### src/design/cfq_pkg.sv
// ----------------------------------------------------------------------------
// cfq_pkg
// types and constants shared by the circular fifo queue modules
// ----------------------------------------------------------------------------
package cfq_pkg;

  localparam int MAX_SLOTS = 256;
  localparam int WORD_BITS = 8;
  localparam int PTR_W     = $clog2(MAX_SLOTS);
  localparam int CAP_W     = PTR_W + 1;
  localparam int CNT_W     = 8;

  localparam logic [CAP_W-1:0] CAP_MIN   = CAP_W'(2);
  localparam logic [CAP_W-1:0] CAP_MAX   = CAP_W'(MAX_SLOTS);
  localparam logic [CAP_W-1:0] CAP_RESET = CAP_W'(MAX_SLOTS);

  typedef enum logic [2:0] {
    CMD_ENQ   = 3'd0,
    CMD_DROP  = 3'd1,
    CMD_PEEK  = 3'd2,
    CMD_POP   = 3'd3,
    CMD_DROPN = 3'd4,
    CMD_CLEAR = 3'd5
  } cmd_t;

  typedef enum logic [1:0] {
    ST_OK    = 2'd0,
    ST_FULL  = 2'd1,
    ST_EMPTY = 2'd2
  } status_t;

  typedef struct packed {
    logic                 we;
    logic [PTR_W-1:0]     waddr;
    logic [WORD_BITS-1:0] wdata;
    logic                 re;
    logic [PTR_W-1:0]     raddr;
  } mem_req_t;

  typedef struct packed {
    logic             clr;
    logic [CAP_W-1:0] cap;
  } cfg_ctl_t;

endpackage

### src/design/cfq_ram.sv
// ----------------------------------------------------------------------------
// cfq_ram
// simple dual port ram, one write and one read port, registered read data
// ----------------------------------------------------------------------------
module cfq_ram #(
  parameter int DEPTH = 256,
  parameter int WIDTH = 8
) (
  input  logic                     clk,
  input  logic                     we,
  input  logic [$clog2(DEPTH)-1:0] waddr,
  input  logic [WIDTH-1:0]         wdata,
  input  logic                     re,
  input  logic [$clog2(DEPTH)-1:0] raddr,
  output logic [WIDTH-1:0]         rdata
);

  logic [WIDTH-1:0] mem [DEPTH];

  always_ff @(posedge clk) begin
    if (we) begin
      mem[waddr] <= wdata;
    end
  end

  always_ff @(posedge clk) begin
    if (re) begin
      rdata <= mem[raddr];
    end
  end

endmodule

### src/design/cfq_ctrl.sv
// ----------------------------------------------------------------------------
// cfq_ctrl
// head and tail pointers, command decode and the result register
// ----------------------------------------------------------------------------
module cfq_ctrl (
  input  logic                             clk,
  input  logic                             rst,
  input  cfq_pkg::cfg_ctl_t                cfg,
  input  logic                             in_valid,
  output logic                             in_ready,
  input  logic [2:0]                       in_cmd,
  input  logic [cfq_pkg::WORD_BITS-1:0]    in_word,
  input  logic [cfq_pkg::CNT_W-1:0]        in_count,
  output cfq_pkg::mem_req_t                mreq,
  input  logic [cfq_pkg::WORD_BITS-1:0]    mem_rdata,
  output logic                             out_valid,
  input  logic                             out_ready,
  output logic [1:0]                       out_status,
  output logic [cfq_pkg::WORD_BITS-1:0]    out_head_word,
  output logic [cfq_pkg::CNT_W-1:0]        out_moved,
  output logic [cfq_pkg::CNT_W-1:0]        out_fill,
  output logic [cfq_pkg::CNT_W-1:0]        out_free,
  output logic                             out_empty,
  output logic                             out_full
);

  localparam int PW = cfq_pkg::PTR_W;
  localparam int CW = cfq_pkg::CAP_W;

  logic [PW-1:0] head, head_next;
  logic [PW-1:0] tail, tail_next;

  logic              accept;
  logic [CW-1:0]     fill, fill_after, cap_m1;
  logic [CW-1:0]     tail_inc, head_inc, head_sum;
  logic [CW-1:0]     cnt_ext;
  logic              is_empty_now, is_full_now;
  logic [1:0]        status_c;
  logic [CW-1:0]     moved_c;
  logic              hw_sel_c;

  logic              hw_sel;
  logic [1:0]        status_r;
  logic [CW-1:0]     moved_r, fill_r;

  assign accept   = in_valid & in_ready;
  assign in_ready = ~out_valid | out_ready;

  assign cap_m1       = cfg.cap - CW'(1);
  assign fill         = (tail >= head) ? CW'(tail) - CW'(head)
                                       : CW'(tail) + cfg.cap - CW'(head);
  assign is_empty_now = (fill == '0);
  assign is_full_now  = (fill == cap_m1);
  assign cnt_ext      = CW'(in_count);

  assign tail_inc = (CW'(tail) + CW'(1) == cfg.cap) ? '0 : CW'(tail) + CW'(1);
  assign head_inc = (CW'(head) + CW'(1) == cfg.cap) ? '0 : CW'(head) + CW'(1);
  assign head_sum = (CW'(head) + cnt_ext >= cfg.cap) ? CW'(head) + cnt_ext - cfg.cap
                                                     : CW'(head) + cnt_ext;

  always_comb begin
    head_next  = head;
    tail_next  = tail;
    status_c   = cfq_pkg::ST_OK;
    moved_c    = '0;
    fill_after = fill;
    hw_sel_c   = 1'b0;
    mreq       = '0;
    mreq.waddr = tail;
    mreq.wdata = in_word;
    mreq.raddr = head;
    case (cfq_pkg::cmd_t'(in_cmd))
      cfq_pkg::CMD_ENQ: begin
        if (is_full_now) begin
          status_c = cfq_pkg::ST_FULL;
        end else begin
          mreq.we    = accept;
          tail_next  = tail_inc[PW-1:0];
          fill_after = fill + CW'(1);
        end
      end
      cfq_pkg::CMD_DROP, cfq_pkg::CMD_PEEK, cfq_pkg::CMD_POP: begin
        if (is_empty_now) begin
          status_c = cfq_pkg::ST_EMPTY;
        end else begin
          if (in_cmd != cfq_pkg::CMD_DROP) begin
            hw_sel_c = 1'b1;
            mreq.re  = accept;
          end
          if (in_cmd != cfq_pkg::CMD_PEEK) begin
            head_next  = head_inc[PW-1:0];
            fill_after = fill - CW'(1);
          end
        end
      end
      cfq_pkg::CMD_DROPN: begin
        if (cnt_ext > fill) begin
          moved_c    = fill;
          head_next  = '0;
          tail_next  = '0;
          fill_after = '0;
        end else begin
          moved_c    = cnt_ext;
          head_next  = head_sum[PW-1:0];
          fill_after = fill - cnt_ext;
        end
      end
      cfq_pkg::CMD_CLEAR: begin
        head_next  = '0;
        tail_next  = '0;
        fill_after = '0;
      end
      default: begin
      end
    endcase
  end

  always_ff @(posedge clk) begin
    if (rst || cfg.clr) begin
      head <= '0;
      tail <= '0;
    end else if (accept) begin
      head <= head_next;
      tail <= tail_next;
    end
  end

  always_ff @(posedge clk) begin
    if (rst) begin
      out_valid <= 1'b0;
    end else if (accept) begin
      out_valid <= 1'b1;
    end else if (out_ready) begin
      out_valid <= 1'b0;
    end
  end

  always_ff @(posedge clk) begin
    if (accept) begin
      hw_sel   <= hw_sel_c;
      status_r <= status_c;
      moved_r  <= moved_c;
      fill_r   <= fill_after;
    end
  end

  assign out_status    = status_r;
  assign out_head_word = hw_sel ? mem_rdata : '0;
  assign out_moved     = moved_r[cfq_pkg::CNT_W-1:0];
  assign out_fill      = fill_r[cfq_pkg::CNT_W-1:0];
  assign out_free      = cfq_pkg::CNT_W'(cap_m1 - fill_r);
  assign out_empty     = (fill_r == '0);
  assign out_full      = (fill_r == cap_m1);

endmodule

### src/design/circular_fifo_queue_top.sv
// ----------------------------------------------------------------------------
// circular_fifo_queue_top
// ring buffer fifo with command interface and apb capacity register
// ----------------------------------------------------------------------------
// The block takes one command item per clock unless a result waits untaken,
// returning one result item for each in the cycle after acceptance; a full result
// register accepts a new command in the cycle it is taken. The words live in a single
// synchronous ram with one write port for enqueue and one read port for peek
// and pop, whose registered read data feeds the result directly. Ring size is
// set by slots_in_use at address 0 (values below 2 act as 2, above 256 as
// 256); writing it empties the queue and must only happen while idle.
module circular_fifo_queue_top (
  input  logic        clk,
  input  logic        rst,
  input  logic        psel,
  input  logic        penable,
  input  logic        pwrite,
  input  logic [2:0]  paddr,
  input  logic [31:0] pwdata,
  output logic [31:0] prdata,
  output logic        pready,
  input  logic        s_tvalid,
  output logic        s_tready,
  input  logic [15:0] s_tdata,   // push_word[7:0], drop_count[15:8]
  input  logic [2:0]  s_tuser,   // cmd[2:0]
  output logic        m_tvalid,
  input  logic        m_tready,
  output logic [39:0] m_tdata,   // head_word[7:0], moved_count[15:8], fill_level[23:16],
                                 // free_slots[31:24], is_empty[32], is_full[33], zero[39:34]
  output logic [1:0]  m_tuser    // status[1:0]
);

  logic [cfq_pkg::CAP_W-1:0]     slots_in_use;
  logic                          cfg_wr;
  cfq_pkg::cfg_ctl_t             cfg;
  cfq_pkg::mem_req_t             mreq;
  logic [cfq_pkg::WORD_BITS-1:0] rdata;
  logic [1:0]                    status;
  logic [7:0]                    head_word, moved_count, fill_level, free_slots;
  logic                          is_empty, is_full;

  assign pready = 1'b1;
  assign cfg_wr = psel & penable & pwrite & (paddr[2] == 1'b0);
  assign prdata = (paddr[2] == 1'b0) ? 32'(slots_in_use) : '0;

  always_ff @(posedge clk) begin
    if (rst) begin
      slots_in_use <= cfq_pkg::CAP_RESET;
    end else if (cfg_wr) begin
      slots_in_use <= pwdata[cfq_pkg::CAP_W-1:0];
    end
  end

  always_comb begin
    cfg.clr = cfg_wr;
    if (slots_in_use < cfq_pkg::CAP_MIN) begin
      cfg.cap = cfq_pkg::CAP_MIN;
    end else if (slots_in_use > cfq_pkg::CAP_MAX) begin
      cfg.cap = cfq_pkg::CAP_MAX;
    end else begin
      cfg.cap = slots_in_use;
    end
  end

  cfq_ctrl u_ctrl (
    .clk           (clk),
    .rst           (rst),
    .cfg           (cfg),
    .in_valid      (s_tvalid),
    .in_ready      (s_tready),
    .in_cmd        (s_tuser),
    .in_word       (s_tdata[7:0]),
    .in_count      (s_tdata[15:8]),
    .mreq          (mreq),
    .mem_rdata     (rdata),
    .out_valid     (m_tvalid),
    .out_ready     (m_tready),
    .out_status    (status),
    .out_head_word (head_word),
    .out_moved     (moved_count),
    .out_fill      (fill_level),
    .out_free      (free_slots),
    .out_empty     (is_empty),
    .out_full      (is_full)
  );

  cfq_ram #(
    .DEPTH (cfq_pkg::MAX_SLOTS),
    .WIDTH (cfq_pkg::WORD_BITS)
  ) u_ram (
    .clk   (clk),
    .we    (mreq.we),
    .waddr (mreq.waddr),
    .wdata (mreq.wdata),
    .re    (mreq.re),
    .raddr (mreq.raddr),
    .rdata (rdata)
  );

  assign m_tuser = status;
  assign m_tdata = {6'b0, is_full, is_empty, free_slots, fill_level, moved_count, head_word};

endmodule

### config.mk
export PLATFORM = sky130hd
export DESIGN_NAME = circular_fifo_queue_top
export DESIGN_NICKNAME = d
export VERILOG_FILES = /design/src/design/cfq_pkg.sv /design/src/design/cfq_ram.sv /design/src/design/cfq_ctrl.sv /design/src/design/circular_fifo_queue_top.sv
export SDC_FILE = /design/constraint.sdc
export NUM_CORES = 2
export LEC_CHECK = 0
export BUFFER_PORTS_ARGS = -buffer_cell sky130_fd_sc_hd__clkbuf_2
export CAP_MARGIN = 25
export CELL_PAD_IN_SITES_DETAIL_PLACEMENT = 1
export CELL_PAD_IN_SITES_GLOBAL_PLACEMENT = 2
export CORE_MARGIN = 2
export CORE_UTILIZATION = 49
export CTS_CLUSTER_SIZE = 14
export DETAILED_ROUTE_END_ITERATION = 12
export HOLD_SLACK_MARGIN = 0.15
export PLACE_DENSITY_LB_ADDON = 0.3
export SYNTH_ARGS = -nofsm -noshare
export SYNTH_HDL_FRONTEND = slang
export SYNTH_HIERARCHICAL = 1
export SYNTH_SLANG_ARGS = --single-unit
### constraint.sdc
create_clock -name clk -period 7.7 [get_ports clk]
set_input_delay 0.77 -clock clk [delete_from_list [all_inputs] [get_ports clk]]
set_output_delay 0.77 -clock clk [all_outputs]
set_load 0.005 [all_outputs]
==> run summary <==
By startpoint and endpoint, the worst setup path is classified as reg -> reg. In this run the power density over the cells is 255.4 nW/um^2. Detailed placement ended at an HPWL of 148,900 um. The tools report the share of synthesized area occupied by flip-flops and latches as 0.7273. The register bit count reported by yosys is 2,102.

Routability-driven placement finished with a final weighted congestion of 0.8667. Setup violations remaining at the end of the flow were counted as 0. The number of global-route vias before repair is 47,820. The CTS buffer count is 209. The switching portion of total power was 0.2274; the pin count of the biggest net entering global routing was 149. After detailed routing, the number of remaining DRC violations is 0.

The max-slew violation count was 0; the I/O pin count was 138. The fraction of final layout cells with drive strength greater than 1 is 0.2069, and the routed via count divided by cell count is 6.334. On the critical path, the stage with the largest delay is an instance of nor2_1. At the worst endpoint, the arrival time is 7.15 ns. Depth of the CTS H-tree: 4. Setup repair after global routing left no endpoint under its margin. For the relative contribution of sequential cells to total power, the log shows 0.513. The peak fanout along the critical path is 18, and the number of I/O port buffers is 82. The initial antenna violation count is 10, and the buffer levels on the longest clock path is 3. The number of gates resized after CTS was 0. The standby leakage power is 29.57 nW, and the top cell type's share of synthesized area is 0.7213.

From bottom edge to top edge, the die measures 424.0 um. STA classifies the critical path endpoint as a flop. The setup TNS after final layout came out at 0 ns. The cell accounting for the most synthesized area is edfxtp_1.

The most repeated cell in the gate-level netlist after synthesis is edfxtp_1. The number of placed instances, taps included, is 6,898. The time the final worst path needs with I/O delays and setup is 6.678 ns, and the placeable core region is 175,700 um^2. The startpoint identified for the worst hold timing path is m_tready.

In this run, synthesis inferred 2,076 flip-flops with an integrated enable. The endpoint identified for the worst register-to-register timing path is u_ram/mem[78][7]. Across all register-to-register paths, the minimum setup slack is 1.02 ns. The initial detailed-routing violation count came out at 5,307.

Most repeated library cell on the critical path: buf_4. The tools report the type of origin of the critical path as a flop. The run finished with clean final reports. The relative area change from synthesis to final layout was 11.39%; the count of distinct cell types in the synthesized netlist was 97.

The clock network fraction of design power came out at 0.415. The die outline width is 424.0 um. The fraction of power consumed by combinational cells was 0.072. The first detailed-routing pass ran for 6 iterations.

Across all layers, the routed design uses 46,250 vias. The total overflow left after global routing is 0. The die covers 179,800 um^2.

Detail-routed net length per standard cell: 32.57 um. Along the worst hold path, the cell count comes to 3. For the post-route antenna net violation count, the log shows 0.

The delay of the slowest cell on the worst path came out at 0.81 ns. For hold timing, the worst endpoint is u_ctrl/out_valid. The share of async-settable or async-resettable flops after synthesis is 0. For this run, the top clock speed supported by timing is 149.7 MHz. The share of the cycle needed by the critical path after routing is 0.8673. The required arrival time at the worst endpoint was 8.17 ns; the logic depth of the worst register-to-register path was 21. Clock-pin slew was measured on the worst setup and hold paths at 0.06 ns.

Ranked by total cell area, the synthesized netlist is headed by edfxtp_1 72%, mux4_2 12%, mux2i_1 1.8%, nor2_1 1.5%, a22oi_1 1.2%. The normalized max-slew margin came out at 0.2543. By count the netlist is led by 2,076 x edfxtp_1, 454 x mux4_2, 346 x nor2_1. The tools report the max-capacitance violation count as 0. The startpoint of the lowest-slack register-to-register path was slots_in_use[3].

For this block, the routed nets add up to 237,900 um of wire. CTS placed an instance of clkbuf_16 at the clock tree root. The floorplan has 154 rows.

The tools report the post-synthesis cell area as 86,430 um^2. The number of clock sinks seen by CTS is 2,102. Walking the worst path, the cells encountered are or4_4, o41ai_2, buf_4, inv_1, fa_1, inv_1, fa_1, a211oi_1, o21ai_0, nand3_1, mux2_2, mux2_1, mux2i_1, mux2i_1, buf_4, nand2_1, and3_1, buf_4, nand4_1, buf_4, nor2_1. The number of nets in the layout is 4,905. In this run the worst hold path is classified as in -> reg. The logs give 344,000 um for the first-pass GRT wire length and 0.2665 for the overall track demand over capacity in global routing.

Yosys printed 6 warnings. Internal power comes to 19.00 mW. Synthesis produced 4,624 cells.

For the pin with the worst max-slew slack, the measured transition is 1.114 ns. TritonCTS built the clock tree. For the final hold violation count, the log shows 0. The logs give 0.4918 for the starting density of the core and 0.05544 ns for the largest clock skew in the final design. The logs give 0.86 ns for the clock latency at the later pin of the worst-skew pair and 7,302 for the final non-filler cell total.

Summed over all nets, the switching power comes to 5.592 mW. The most instantiated flip-flop cell in the synthesis netlist was edfxtp_1. The peak supply drop was 0.0002591 V.

The average instance in the mapped netlist occupies 18.69 um^2.
-- cells by family (layout without fill, tap and decap cells) --
family / after synthesis / after routing / synth area share
compound gates: 617 / 617 / 0.05013
xor+xnor: 66 / 66 / 0.006688
fa+ha+maj: 63 / 63 / 0.01025
buf+inv: 406 / 713 / 0.02659
flops: 2102 / 2102 / 0.7273
mux: 616 / 616 / 0.1377
other cells: 2 / 33 / 0.00008689
simple gates: 752 / 752 / 0.04123
-- repair_timing --
action / 4_1_cts / 5_1_grt
endpoints found under the hold margin: 10 / 0
hold buffers: 10 / 0
buffers inserted: 0 / 0
-- metal layers --
metal / share of wire / track usage
met3: 0.083 / 0.05384
met4: 0.033 / 0.09033
met2: 0.48 / 0.4186
met5: 0.000055 / 0
met1: 0.41 / 0.3749
-- cells in the final DEF (no fill, tap or decap), types with 11 or more instances in the layout --
cell type / instances
o221ai_1: 48
nor2b_1: 54
a31oi_1: 13
edfxtp_1: 2076
xnor2_1: 50
nand3_1: 58
a21oi_1: 144
clkinv_2: 42
fa_1: 13
nand2b_1: 32
ha_1: 50
and2_1: 21
buf_4: 131
nand4_1: 17
o21a_1: 13
bufinv_16: 21
clkbuf_1: 39
inv_1: 86
clkbuf_16: 209
a211oi_1: 31
o21ai_0: 49
clkinv_1: 57
mux4_2: 454
a221oi_1: 15
dfxtp_1: 20
clkbuf_2: 74
o22ai_1: 33
xor2_1: 16
clkinv_16: 11
nor2_1: 343
nor4_1: 27
conb_1: 30
o211ai_1: 22
mux2i_1: 154
nand2_1: 87
nor3_1: 49
a21o_1: 11
a22oi_1: 135
-- worst max-delay path by stage --
stage / from / to / slack [ns]
after floorplan: slots_in_use[2] / u_ram/mem[234][0] / 1.38
after global placement: slots_in_use[3] / u_ram/mem[179][1] / 1.15
after detailed placement: slots_in_use[2] / u_ram/mem[78][2] / 1.07
after CTS: slots_in_use[2] / u_ram/mem[78][2] / 1.03
after global routing: slots_in_use[2] / u_ram/mem[232][7] / 0.71
final: slots_in_use[3] / u_ram/mem[78][7] / 1.02
-- per-stage QoR --
stage | instance area (um^2) | total power, mW | worst slack, ns | hold slack [ns] | util
after floorplan | 86530 | 14.11 | 1.382 | 0.4527 | -
after global placement | 89170 | 14.59 | 1.154 | 0.4808 | 0.5074
after detailed placement | 89230 | 14.63 | 1.071 | 0.4850 | 0.5078
after CTS | 96220 | 24.75 | 1.025 | 0.1731 | 0.5475
after global routing | 96260 | 25.26 | 0.7117 | 0.2593 | 0.5478
final | 96270 | 24.59 | 1.022 | 0.2483 | 0.5478
-- power groups by stage --
stage	registers [mW]	logic, mW	clock network (mW)
after detailed placement	12.9	1.76	0
after global routing	12.6	1.90	10.7
final	12.6	1.77	10.2
after CTS	12.6	1.77	10.4
after floorplan	12.9	1.26	0
after global placement	12.9	1.73	0
-- worst max-delay path: cells and delay by family, from the launching register on --
family / cells / cell delay (ns)
buf+inv: 6 / 1.28
compound gates: 3 / 0.67
fa+ha+maj: 2 / 1.02
simple gates: 6 / 1.96
flops: 1 / 0.34
mux: 4 / 1.00
-- layout make-up --
type                    instances  area [um^2]
multi-input cells            2144        21440
diodes                          3        7.507
repair buffers                234         1784
well taps                    2340         2928
inverters                      90        337.8
flip-flops and latches       2102        62880
clock buffers                 248         5376
fillers                     15640        79460
clock inverters               141         1514
-- flip-flops by register name, indices dropped and copies added, names as in the netlist --
signal,count
u_ram/rdata,8
u_ctrl/tail,8
u_ctrl/hw_sel,1
u_ctrl/fill_r,9
slots_in_use,9
u_ram/mem,2048
u_ctrl/out_status,2
u_ctrl/moved_r,8
u_ctrl/out_valid,1
u_ctrl/head,8
No activity file was read; power rests on OpenSTA's default activity.
